### src/rtl/core/srt_pkg.sv
// Package for the sequence range tracker: shared codes and the cell command struct.
// No dependencies; used by the range cell and the top level.
package srt_pkg;

	// Result status codes.
	localparam logic [1:0] ST_ADDED   = 2'd0;
	localparam logic [1:0] ST_PRESENT = 2'd1;
	localparam logic [1:0] ST_FULL    = 2'd2;
	localparam logic [1:0] ST_CHECK   = 2'd3;

	// Function codes of an input word.
	localparam logic FN_ADD   = 1'b0;
	localparam logic FN_CHECK = 1'b1;

	// Update command broadcast to every cell; pos is compared by each cell with its index.
	typedef struct packed {
		logic        upd;       // perform an update this cycle
		logic        ext_low;   // extend the range just below: end of cell p-1 becomes seq
		logic        ext_high;  // extend the range just above: start of cell p becomes seq
		logic        merge;     // close the gap between cells p-1 and p
		logic        insert;    // open a new range at cell p
		logic [31:0] seq;
	} cell_cmd_t;

endpackage

### src/rtl/core/srt_cell.sv
// One cell of the range chain: holds one range and reports compare flags.
// Depends on srt_pkg; takes both neighbours' ranges for shifting.
module srt_cell #(
	parameter int IdxW = 4
) (
	input  logic                   clk,
	input  logic [IdxW-1:0]        idx,
	input  logic [IdxW:0]          pos,
	input  srt_pkg::cell_cmd_t     cmd,
	input  logic [31:0]            seq,
	input  logic [31:0]            prev_start,
	input  logic [31:0]            prev_end,
	input  logic [31:0]            next_start,
	input  logic [31:0]            next_end,
	output logic [31:0]            start_val,
	output logic [31:0]            end_val,
	output logic                   holds,
	output logic                   below
);
	import srt_pkg::*;

	logic [31:0] start_q;
	logic [31:0] end_q;
	logic [IdxW:0] me;

	assign me        = {1'b0, idx};
	assign start_val = start_q;
	assign end_val   = end_q;

	// Compare flags for the search cycle.
	assign holds = (start_q <= seq) && (seq <= end_q);
	assign below = (end_q < seq);

	// Update: extend, shift down on merge, shift up on insert.
	always_ff @(posedge clk) begin
		if (cmd.upd) begin
			if (cmd.merge) begin
				if (me + 1'b1 == pos) begin
					end_q <= next_end;
				end else if (me >= pos) begin
					start_q <= next_start;
					end_q   <= next_end;
				end
			end else if (cmd.ext_low) begin
				if (me + 1'b1 == pos) end_q <= cmd.seq;
			end else if (cmd.ext_high) begin
				if (me == pos) start_q <= cmd.seq;
			end else if (cmd.insert) begin
				if (me == pos) begin
					start_q <= cmd.seq;
					end_q   <= cmd.seq;
				end else if (me > pos) begin
					start_q <= prev_start;
					end_q   <= prev_end;
				end
			end
		end
	end

endmodule

### src/rtl/core/sequence_range_tracker.sv
// Top level of the sequence range tracker: handshake, search and update control.
// Depends on srt_pkg and srt_cell.
//
// Usage: a word on the s_axis channel adds a sequence number or checks it;
// tuser selects the function and tlast marks the number as the final one.
// Each word gives one result word on m_axis with the status, the prior
// presence flag, the complete flag and the range count.
// Each cell of the chain holds one range. In the cycle after acceptance
// every cell compares the number with its range at once and the count of
// cells below it gives the insertion place; at the next edge the cells
// extend, merge (shift down from the upper neighbour) or insert (shift up
// from the lower neighbour) and the result word is registered. A new word
// is taken in the cycle the previous result word leaves, so no word is
// accepted while the previous one is in its compare then update step. The
// result register holds while m_axis_tready is low, and no new word is
// accepted until the result word has been taken.
// Reset empties the set and makes the expected final number all ones.
module sequence_range_tracker #(
	parameter int MAX_RANGES = 16
) (
	input  logic        clk,
	input  logic        arst_n,
	input  logic        s_axis_tvalid,
	output logic        s_axis_tready,
	input  logic [31:0] s_axis_tdata,  // [31:0] seq_no
	input  logic        s_axis_tuser,  // [0] func
	input  logic        s_axis_tlast,  // is_last
	input  logic        m_axis_tready,
	output logic        m_axis_tvalid,
	output logic [15:0] m_axis_tdata   // [1:0] status, [2] present, [3] complete, [8:4] count
);
	import srt_pkg::*;

	localparam int IdxW = (MAX_RANGES > 1) ? $clog2(MAX_RANGES) : 1;
	localparam int CntW = $clog2(MAX_RANGES + 1);

	logic              busy_q;
	logic              func_q;
	logic [31:0]       seq_q;
	logic              last_q;
	logic [CntW-1:0]   used_q;
	logic [31:0]       final_q;
	logic              out_valid_q;
	logic [1:0]        status_q;
	logic              present_q;
	logic              complete_q;
	logic [CntW-1:0]   count_q;

	logic [31:0] st [MAX_RANGES];
	logic [31:0] en [MAX_RANGES];
	logic [MAX_RANGES-1:0] hv, bv;
	logic [IdxW:0] pos;
	cell_cmd_t cmd;
	logic accept;

	assign s_axis_tready = !busy_q && (!out_valid_q || m_axis_tready);
	assign accept = s_axis_tvalid && s_axis_tready;

	// Cell chain.
	for (genvar g = 0; g < MAX_RANGES; g++) begin : g_cell
		logic [31:0] ps, pe, ns, ne;
		if (g == 0) begin : g_lo
			assign ps = '0;
			assign pe = '0;
		end else begin : g_mid
			assign ps = st[g-1];
			assign pe = en[g-1];
		end
		if (g == MAX_RANGES - 1) begin : g_hi
			assign ns = '0;
			assign ne = '0;
		end else begin : g_mid2
			assign ns = st[g+1];
			assign ne = en[g+1];
		end
		srt_cell #(.IdxW(IdxW)) u_cell (
			.clk, .idx(IdxW'(g)), .pos, .cmd, .seq(seq_q),
			.prev_start(ps), .prev_end(pe), .next_start(ns), .next_end(ne),
			.start_val(st[g]), .end_val(en[g]), .holds(hv[g]), .below(bv[g])
		);
	end

	// Validity masks and insertion place: count of used cells lying below the number.
	logic [MAX_RANGES-1:0] used_mask;
	always_comb begin
		for (int i = 0; i < MAX_RANGES; i++) used_mask[i] = (CntW'(i) < used_q);
	end
	assign pos = (IdxW+1)'($countones(bv & used_mask));

	logic was, jl, jh, full;
	logic [31:0] lo_end, hi_start;
	assign was = |(hv & used_mask);
	assign lo_end   = (pos != 0) ? en[IdxW'(pos - 1'b1)] : '0;
	assign hi_start = (pos < (IdxW+1)'(MAX_RANGES)) ? st[IdxW'(pos)] : '0;
	assign jl = (pos != 0) && (lo_end != 32'hFFFF_FFFF) && (lo_end + 32'd1 == seq_q);
	assign jh = ({1'b0, pos} < (IdxW+2)'(used_q)) && (hi_start != 32'd0)
		&& (hi_start - 32'd1 == seq_q);
	assign full = (used_q >= CntW'(MAX_RANGES));

	// Command for the update edge.
	always_comb begin
		cmd = '0;
		cmd.seq = seq_q;
		if (busy_q && func_q == FN_ADD && !was) begin
			cmd.upd      = 1'b1;
			cmd.merge    = jl && jh;
			cmd.ext_low  = jl && !jh;
			cmd.ext_high = jh && !jl;
			cmd.insert   = !jl && !jh && !full;
		end
	end

	// Next range count and final number, for the complete flag.
	logic [CntW-1:0] used_nx;
	logic [31:0] final_nx, s0_nx, e0_nx;
	always_comb begin
		used_nx = used_q;
		if (cmd.merge) used_nx = used_q - 1'b1;
		else if (cmd.insert) used_nx = used_q + 1'b1;
		final_nx = (busy_q && func_q == FN_ADD && last_q) ? seq_q : final_q;
		s0_nx = st[0];
		e0_nx = en[0];
		if (cmd.insert && pos == 0) begin
			s0_nx = seq_q; e0_nx = seq_q;
		end else if (cmd.ext_high && pos == 0) begin
			s0_nx = seq_q;
		end else if (cmd.ext_low && pos == 1) begin
			e0_nx = seq_q;
		end else if (cmd.merge && pos == 1) begin
			e0_nx = (MAX_RANGES > 1) ? en[IdxW'(1 % MAX_RANGES)] : en[0];
		end
	end

	// Control and result registers.
	always_ff @(posedge clk or negedge arst_n) begin
		if (!arst_n) begin
			busy_q      <= 1'b0;
			used_q      <= '0;
			final_q     <= 32'hFFFF_FFFF;
			out_valid_q <= 1'b0;
		end else begin
			if (out_valid_q && m_axis_tready) out_valid_q <= 1'b0;
			if (accept) busy_q <= 1'b1;
			if (busy_q) begin
				busy_q      <= 1'b0;
				used_q      <= used_nx;
				final_q     <= final_nx;
				out_valid_q <= 1'b1;
			end
		end
	end

	always_ff @(posedge clk) begin
		if (accept) begin
			func_q <= s_axis_tuser;
			seq_q  <= s_axis_tdata;
			last_q <= s_axis_tlast;
		end
		if (busy_q) begin
			present_q  <= was;
			count_q    <= used_nx;
			complete_q <= (used_nx == CntW'(1)) && (s0_nx == 32'd0) && (e0_nx == final_nx);
			if (func_q == FN_CHECK) status_q <= ST_CHECK;
			else if (was) status_q <= ST_PRESENT;
			else if (!jl && !jh && full) status_q <= ST_FULL;
			else status_q <= ST_ADDED;
		end
	end

	assign m_axis_tvalid = out_valid_q;
	assign m_axis_tdata  = {7'd0, 5'(count_q), complete_q, present_q, status_q};

endmodule

### config.mk
export PLATFORM = sky130hd
export DESIGN_NAME = sequence_range_tracker
export DESIGN_NICKNAME = d
export VERILOG_FILES = /design/src/rtl/core/srt_pkg.sv /design/src/rtl/core/srt_cell.sv /design/src/rtl/core/sequence_range_tracker.sv
export SDC_FILE = /design/constraint.sdc
export NUM_CORES = 2
export LEC_CHECK = 0
export ABC_AREA = 0
export BUFFER_PORTS_ARGS = -buffer_cell sky130_fd_sc_hd__buf_2
export CAP_MARGIN = 20
export CORE_ASPECT_RATIO = 0.7
export CORE_MARGIN = 4
export CORE_UTILIZATION = 30
export CTS_CLUSTER_DIAMETER = 30
export CTS_CLUSTER_SIZE = 14
export DETAILED_ROUTE_END_ITERATION = 8
export PLACE_DENSITY = 0.41
export SLEW_MARGIN = 20
export SYNTH_ARGS = -nofsm -noshare
export SYNTH_HDL_FRONTEND = slang
export SYNTH_SLANG_ARGS = --single-unit
### constraint.sdc
create_clock -name clk -period 16.89 [get_ports clk]
set_clock_uncertainty 0.1 [all_clocks]
set_input_delay 0.8445 -clock clk [delete_from_list [all_inputs] [get_ports clk]]
set_output_delay 0.8445 -clock clk [all_outputs]
set_load 0.01 [all_outputs]
# Word-level counts from Yosys, hierarchy flattened
# Index checks and enable logic that the tools add are counted.
# op_classes
addsub	20
magnitude_cmp	101
eq_ne	104
mux	293
bitwise_logic	5
n_reduce_logical	118
# ops
operator	count
32-bit 2-to-1 mux	282
32-bit <= comparator	32
32-bit < comparator	16
32-bit binary-select mux with 4-bit select	2
7-bit AND reduction	16
3-bit by 2-bit inequality test with 1-bit output (second input constant)	33
32-bit equality test	3
6-bit AND reduction	16
4-bit nonzero test	16
3-bit nonzero test	18
3-bit by 1-bit inequality test with 1-bit output (second input constant)	16
4-bit by 5-bit equality test with 1-bit output (first input constant)	8
4-bit by 5-bit greater-or-equal comparator with 1-bit output (first input constant)	8
4-bit by 5-bit > comparator with 1-bit output (first input constant)	8
4-bit by 5-bit < comparator with 1-bit output (first input constant)	8
1-bit logical AND	38
2-bit inequality test (second input constant)	17
32-bit by 1-bit adder with 32-bit output (second input constant)	1
16-bit AND	2
32-bit logical NOT	1
2-bit by 1-bit inequality test with 1-bit output (second input constant)	16
32-bit inequality test (second input constant)	1
32-bit nonzero test	1
32-bit by 1-bit subtractor with 32-bit output (second input constant)	1
other kinds (36)	81
# word_totals
register_bits	1106
input_bits	38
output_inout_bits	18
word_cells	685

# Depth between registers and ports, before layout
# logic_depth
depth_word	26
mapped_depth	49
mapped_depth_nobuf	39

# Hierarchy
# Synthesis repeated with hierarchy kept, for this count alone.
# unflattened
cells_unflattened	10249
area_unflattened_um2	99367.8
# modules_own_cells
mod	n_inst	cells_each	area_per_inst_um2	seq_area_each_um2
srt_cell at g_cell[0].u_cell ...	10	514	5051.1	1921.8
srt_cell at g_cell[5].u_cell ...	5	520	5032.3	1921.8
sequence_range_tracker	1	1990	18625.4	2307.2
srt_cell at g_cell[4].u_cell	1	519	5069.9	1921.8

# Least setup slack after synthesis
# OpenSTA, ideal clock, no wires.
# synth_path
path_kind	register to register
startpoint	register seq_q[24]
endpoint	register g_cell[1].u_cell.end_q[0], enable pin
setup_time_ns	0.466
t_arrival_ns	14.609
required_ns	16.324
slack_ns	1.716
stages_incl_launch_ff	48
n_path_buf	14
synth_period_minus_slack_ns	15.174
cell_sequence	edfxtp_1 -> clkbuf_1 -> clkinv_1 -> ha_1 -> a21o_1 -> a21o_1 -> a21oi_1 -> o21a_1 -> o211ai_1 -> a311oi_1 -> fa_1 -> fa_1 -> inv_1 -> fa_1 -> inv_1 -> fa_1 -> ha_1 -> fa_1 -> [... 12 more ...] -> and3_1 -> a211oi_1 -> ha_1 -> nand4_1 -> or4_1 -> or3_1 -> a21oi_1 -> nand4_1 -> or4_1 -> buf_2 -> or2_2 -> nor2_1 -> buf_2 -> buf_2 -> buf_2 -> buf_2 -> a21boi_0 -> o21ai_0
# synth_between
elab_chain_len	21
elab_cells_between_ends	126
cone_classes	add/sub (18); order compare (52); eq/ne (8); mux (9); bitwise (4); reduce/logical (35)
# synth_rtl
element	line_no	source
start, declared	sequence_range_tracker.sv:39	logic [31:0] seq_q;
start signal, assigned	sequence_range_tracker.sv:156	seq_q <= s_axis_tdata;
32-bit < comparator	srt_cell.sv:32	assign below = (end_q < seq);
16-bit AND	sequence_range_tracker.sv:88	assign pos = (IdxW+1)'($countones(bv & used_mask));
1-bit by 1-bit adder with 2-bit output (implied by the code)	sequence_range_tracker.sv:88	
2-bit by 2-bit adder with 3-bit output (implied by the code)	sequence_range_tracker.sv:88	
3-bit by 3-bit adder with 4-bit output (implied by the code)	sequence_range_tracker.sv:88	
4-bit by 4-bit adder with 5-bit output (implied by the code)	sequence_range_tracker.sv:88	
4-bit by 1-bit subtractor with 4-bit output	sequence_range_tracker.sv:93	assign lo_end = (pos != 0) ? en[IdxW'(pos - 1'b1)] : '0;
4-bit NOT with 5-bit output (implied by the code)	sequence_range_tracker.sv:93	
[... 4 more ...]	-	
32-bit by 1-bit adder with 32-bit output / 32-bit inequality test (equally long branches)	sequence_range_tracker.sv:95	assign jl = (pos != 0) && (lo_end != 32'hFFFF_FFFF) && (lo_end + 32'd1 == seq_q);
32-bit equality test / 1-bit logical AND (equally long branches)	sequence_range_tracker.sv:95	
1-bit logical AND	sequence_range_tracker.sv:95	
1-bit logical NOT	sequence_range_tracker.sv:108, sequence_range_tracker.sv:109	
1-bit logical AND (2 in a row)	sequence_range_tracker.sv:109	cmd.insert = !jl && !jh && !full;
5-bit 2-to-1 mux	sequence_range_tracker.sv:104	if (busy_q && func_q == FN_ADD && !was) begin
3-bit nonzero test (no source line)	-	
6-bit AND reduction (no source line) *	-	
end signal, assigned	srt_cell.sv:45	if (me + 1'b1 == pos) end_q <= cmd.seq;
end signal, assigned	srt_cell.sv:51	end_q <= cmd.seq;
end signal, assigned	srt_cell.sv:54	end_q <= prev_end;
end, declared	srt_cell.sv:23	logic [31:0] end_q;
# Every way passes the cells marked *; elsewhere a longest branch is shown, timed or not. The select of a mux whose other input is x is not followed.
# A chain may end at the register's enable or synchronous reset.

# Worst setup path after layout
# layout_path
startpoint	register seq_q[26]
endpoint	register complete_q, data pin
# layout_between
elab_chain_len	24
elab_cells_between_ends	136
cone_classes	add/sub (18); order compare (50); eq/ne (6); mux (18); bitwise (4); reduce/logical (40)
# layout_rtl
element	line_no	source
32-bit < comparator	srt_cell.sv:32	
16-bit AND	sequence_range_tracker.sv:88	
1-bit by 1-bit adder with 2-bit output (implied by the code)	sequence_range_tracker.sv:88	
2-bit by 2-bit adder with 3-bit output (implied by the code)	sequence_range_tracker.sv:88	
3-bit by 3-bit adder with 4-bit output (implied by the code)	sequence_range_tracker.sv:88	
4-bit by 4-bit adder with 5-bit output (implied by the code)	sequence_range_tracker.sv:88	
4-bit by 1-bit subtractor with 4-bit output	sequence_range_tracker.sv:93	
4-bit NOT with 5-bit output (implied by the code)	sequence_range_tracker.sv:93	
[... 8 more ...]	-	
5-bit 2-to-1 mux, or another cell as far along	sequence_range_tracker.sv:104	
1-bit logical AND, or another cell as far along	sequence_range_tracker.sv:129	end else if (cmd.merge && pos == 1) begin
32-bit 2-to-1 mux, or another cell as far along	sequence_range_tracker.sv:129	
32-bit 2-to-1 mux, or another cell as far along	sequence_range_tracker.sv:127	end else if (cmd.ext_low && pos == 1) begin
32-bit 2-to-1 mux, or another cell as far along	sequence_range_tracker.sv:125	end else if (cmd.ext_high && pos == 0) begin
32-bit 2-to-1 mux, or another cell as far along	sequence_range_tracker.sv:123	if (cmd.insert && pos == 0) begin
32-bit equality test / 1-bit logical AND (equally long branches)	sequence_range_tracker.sv:162	complete_q <= (used_nx == CntW'(1)) && (s0_nx == 32'd0) && (e0_nx == final_nx);
1-bit logical AND *	sequence_range_tracker.sv:162	
end signal, assigned	sequence_range_tracker.sv:162	
end, declared	sequence_range_tracker.sv:46	logic complete_q;
# Marked as above.

==> summary.md <==
| Metric | Value |
|---|---|
| Status | finished, final reports clean |
| Wire length per cell | 36.0 um |
| Asr flop ratio synth | 3.53% |
| Via Count | 87,400 |
| Fmax | 0.0597 GHz |
| Later-pin clock latency in the skew report | 0.93 ns |
| Most common cell on crit path | fa_1 |
| Post-synth EDFFs | 1,067 |
| Worst Path Required | 17.51 ns |
| Yosys reg bits | 1,106 |
| Drt total wl | 522,000 um |
| Largest net degree at the start of global routing | 246 |
| Hold Crit Depth | 2 |
| Max cap viols | 0 |
| FP Rows | 171 |
| Placer Congestion | 0.947 |
| Post-Syn Area per Cell | 9.39 um^2 |
| CTS tree | built |
| Post-synth top area cell | edfxtp_1 |
| Area grow syn2layout | 19.3% |
| Clock Sinks | 1,106 |
| Hold slack | 0.0592 ns |
| Final setup viols | 0 |
| Core ar. | 310,000 um^2 |
| Buffers & Inverters on Critical Path | 7 |
| Worst-path clk slew | 0.05 ns |
| CP max stage cell | mux2i_1 |
| DR DRC count | 0 |
| R2r endpoint | complete_q |
| Synth area leaders | edfxtp_1 34%, ha_1 14%, mux2i_1 7.0% |
| YS warnings | 0 |
| Initial Utilization | 30.1% |
| Post-Syn Area | 93,400 um^2 |
| Worst Hold Path EP | busy_q |
| Initial drt markers | 13,400 |
| First-pass GRT wire length | 702,000 um |
| Fin util | 35.9% |
| Crit path largest cell delay | 0.82 ns |
| CTS H-tree lvls | 5 |
| Post-synth cell types | 118 |
| Die ar. | 321,000 um^2 |
| WP data arrival | 17.38 ns |
| Vias in the first global route | 80,200 |
| Worst setup EP type | flip-flop |
| Hold Path Class | input port to flip-flop |
| CTS Buffer Depth | 4 |
| Slew @ Worst Pin | 1.27 ns |
| Detailed Place HPWL | 393,000 um |
| Die height | 475 um |
| Crit start category | flip-flop |
| Layout cells sized above 1 | 12.7% |
| Final hold vios | 0 |
| CTS buffer count | 350 |
| Global-route usage over all layers | 31.6% |
| CP top delay family | simple AND/OR/NAND/NOR gates |
| Register-to-register setup slack | 0.13 ns |
| Cells on worst reg2reg path | 36 |
| Main synth FF type | edfxtp_1 |
| NumNets Final | 11,100 |
| Buffers on Ports | 48 |
| Hold_sp | s_axis_tvalid |
| # IOs | 56 |
| Top-area cell type share of the netlist area | 34.3% |
| TritonRoute pass-1 iters | 9 |
| Reg2reg start | seq_q[26] |
| Total gr overflow | 0 |
| Die Wd | 675 um |
| Antenna Nets Post-Route | 0 |
| Register area share after synthesis | 35.4% |
| Syn Inst Count | 9,956 |
| CTS root buf | clkbuf_16 |
| Relative max-transition margin | 13.2% |
| Kind of critical path | flip-flop to flip-flop |
| Slew Limit Fails | 0 |
| Final min period | 16.76 ns |
| Crit Path Max Fanout | 55 |
| Fin crit share | 99.2% |
| Antenna violations before repair | 55 |
| Via density | 6.03 |
-- kinds of logic after synthesis --
family	Yosys count	share of synthesized area [%]
mux	913	13.1
flops	1106	35.4
xor+xnor	101	1.05
compound gates	2702	16.9
simple gates	2845	13.8
other cells	1	0.00401
buf+inv	1235	5.54
fa+ha+maj	1053	14.2
-- cell type report --
class / count / area (um^2)
flip-flops and latches: 1106 / 33100
repair buffers: 381 / 3460
clock buffers: 423 / 9220
clock inverters: 201 / 2250
diodes: 16 / 40.0
well taps: 4152 / 5190
fillers: 31300 / 199000
multi-input cells: 7621 / 56000
inverters: 594 / 2240
-- metal layers --
layer / vias to the layer above / track usage [%] / wire length (um)
met4: 6 / 6.37 / 10500
met2: 5199 / 38.5 / 185000
met1: 44200 / 51.3 / 259000
li1: 37400 / - / -
met5: - / 0 / 42
met3: 543 / 10.3 / 67300
-- cells in the mapped netlist (all sizes together), types with 23 or more instances --
library cell  instances
edfxtp             1067
a2111oi              23
mux2i               656
o21ai              1070
nor2b                71
and3                 43
o22ai                95
xnor2                90
or2                  24
a22o                 44
mux4                247
o211ai               52
inv                 591
buf                 248
a21o                235
and2                 38
nor4                 65
a211oi               61
or4                  23
clkbuf              393
nor3                101
nand4               227
ha                 1043
or3                  23
nand2              1217
nor2                765
dfstp                32
nand3               152
a31oi                35
a21oi               822
and4                 26
o21a                 38
-- repair_timing --
action,CTS,global route
setup buffers,0,0
hold buffers,25,0
endpoints found under the setup margin,0,41
hold endpoints to repair,26,0
resized for setup,0,1
-- cell usage in the layout (no fill, tap or decap), types with 23 or more instances in the layout --
cell type / instances
o22ai_1: 89
o211ai_1: 52
o21ai_0: 1051
bufinv_16: 43
clkinv_1: 66
clkinv_2: 67
o21a_1: 35
edfxtp_1: 1067
nand3_1: 149
inv_1: 582
and3_1: 43
ha_1: 1041
nor3_1: 93
nand4_1: 226
dfstp_2: 32
buf_12: 43
or3_1: 23
and4_1: 26
nor2b_1: 69
nand2_1: 1201
xnor2_1: 88
nor2_1: 751
a21o_1: 234
a211oi_1: 54
buf_4: 256
dlygate4sd3_1: 25
and2_1: 34
a22o_1: 43
clkbuf_1: 61
clkbuf_16: 356
nor4_1: 57
buf_2: 48
mux2i_1: 648
a21oi_1: 810
mux4_2: 243
a31oi_1: 32
-- per-stage QoR --
step           TNS [ns]  setup WS [ns]  cells  cell area [um^2]
4_1_cts               0          0.271  14500            111000
6_report              0          0.129  14500            111000
3_5_place_dp          0          0.404  13800             99700
5_1_grt         -0.0215        -0.0215  14500            111000
3_3_place_gp     -0.533         -0.533  13800             99400
2_1_floorplan         0           1.72   9962             93500
-- flip-flops by register name, indices dropped and copies added (netlist names) --
| signal | cells |
|---|---|
| busy_q | 1 |
| complete_q | 1 |
| count_q | 5 |
| final_q | 32 |
| func_q | 1 |
| g_cell.u_cell.end_val | 512 |
| g_cell.u_cell.start_val | 512 |
| last_q | 1 |
| m_axis_tvalid | 1 |
| present_q | 1 |
| seq_q | 32 |
| status_q | 2 |
| used_q | 5 |
-- worst max path at each step --
| stage | start | to | slack, ns | cells after the start |
|---|---|---|---|---|
| 5_1_grt | seq_q[20] | complete_q | -0.02 | 37 |
| 3_3_place_gp | seq_q[11] | complete_q | -0.53 | 34 |
| 2_1_floorplan | seq_q[24] | g_cell[1].u_cell.end_val[0] | 1.72 | 47 |
| 6_report | seq_q[26] | complete_q | 0.13 | 36 |
| 4_1_cts | seq_q[26] | g_cell[12].u_cell.end_val[6] | 0.27 | 35 |
| 3_5_place_dp | seq_q[26] | complete_q | 0.40 | 36 |
Power is left out: the tool's default activity adds up to more than one toggle a clock period on the data nets, which glitch-free logic cannot reach.
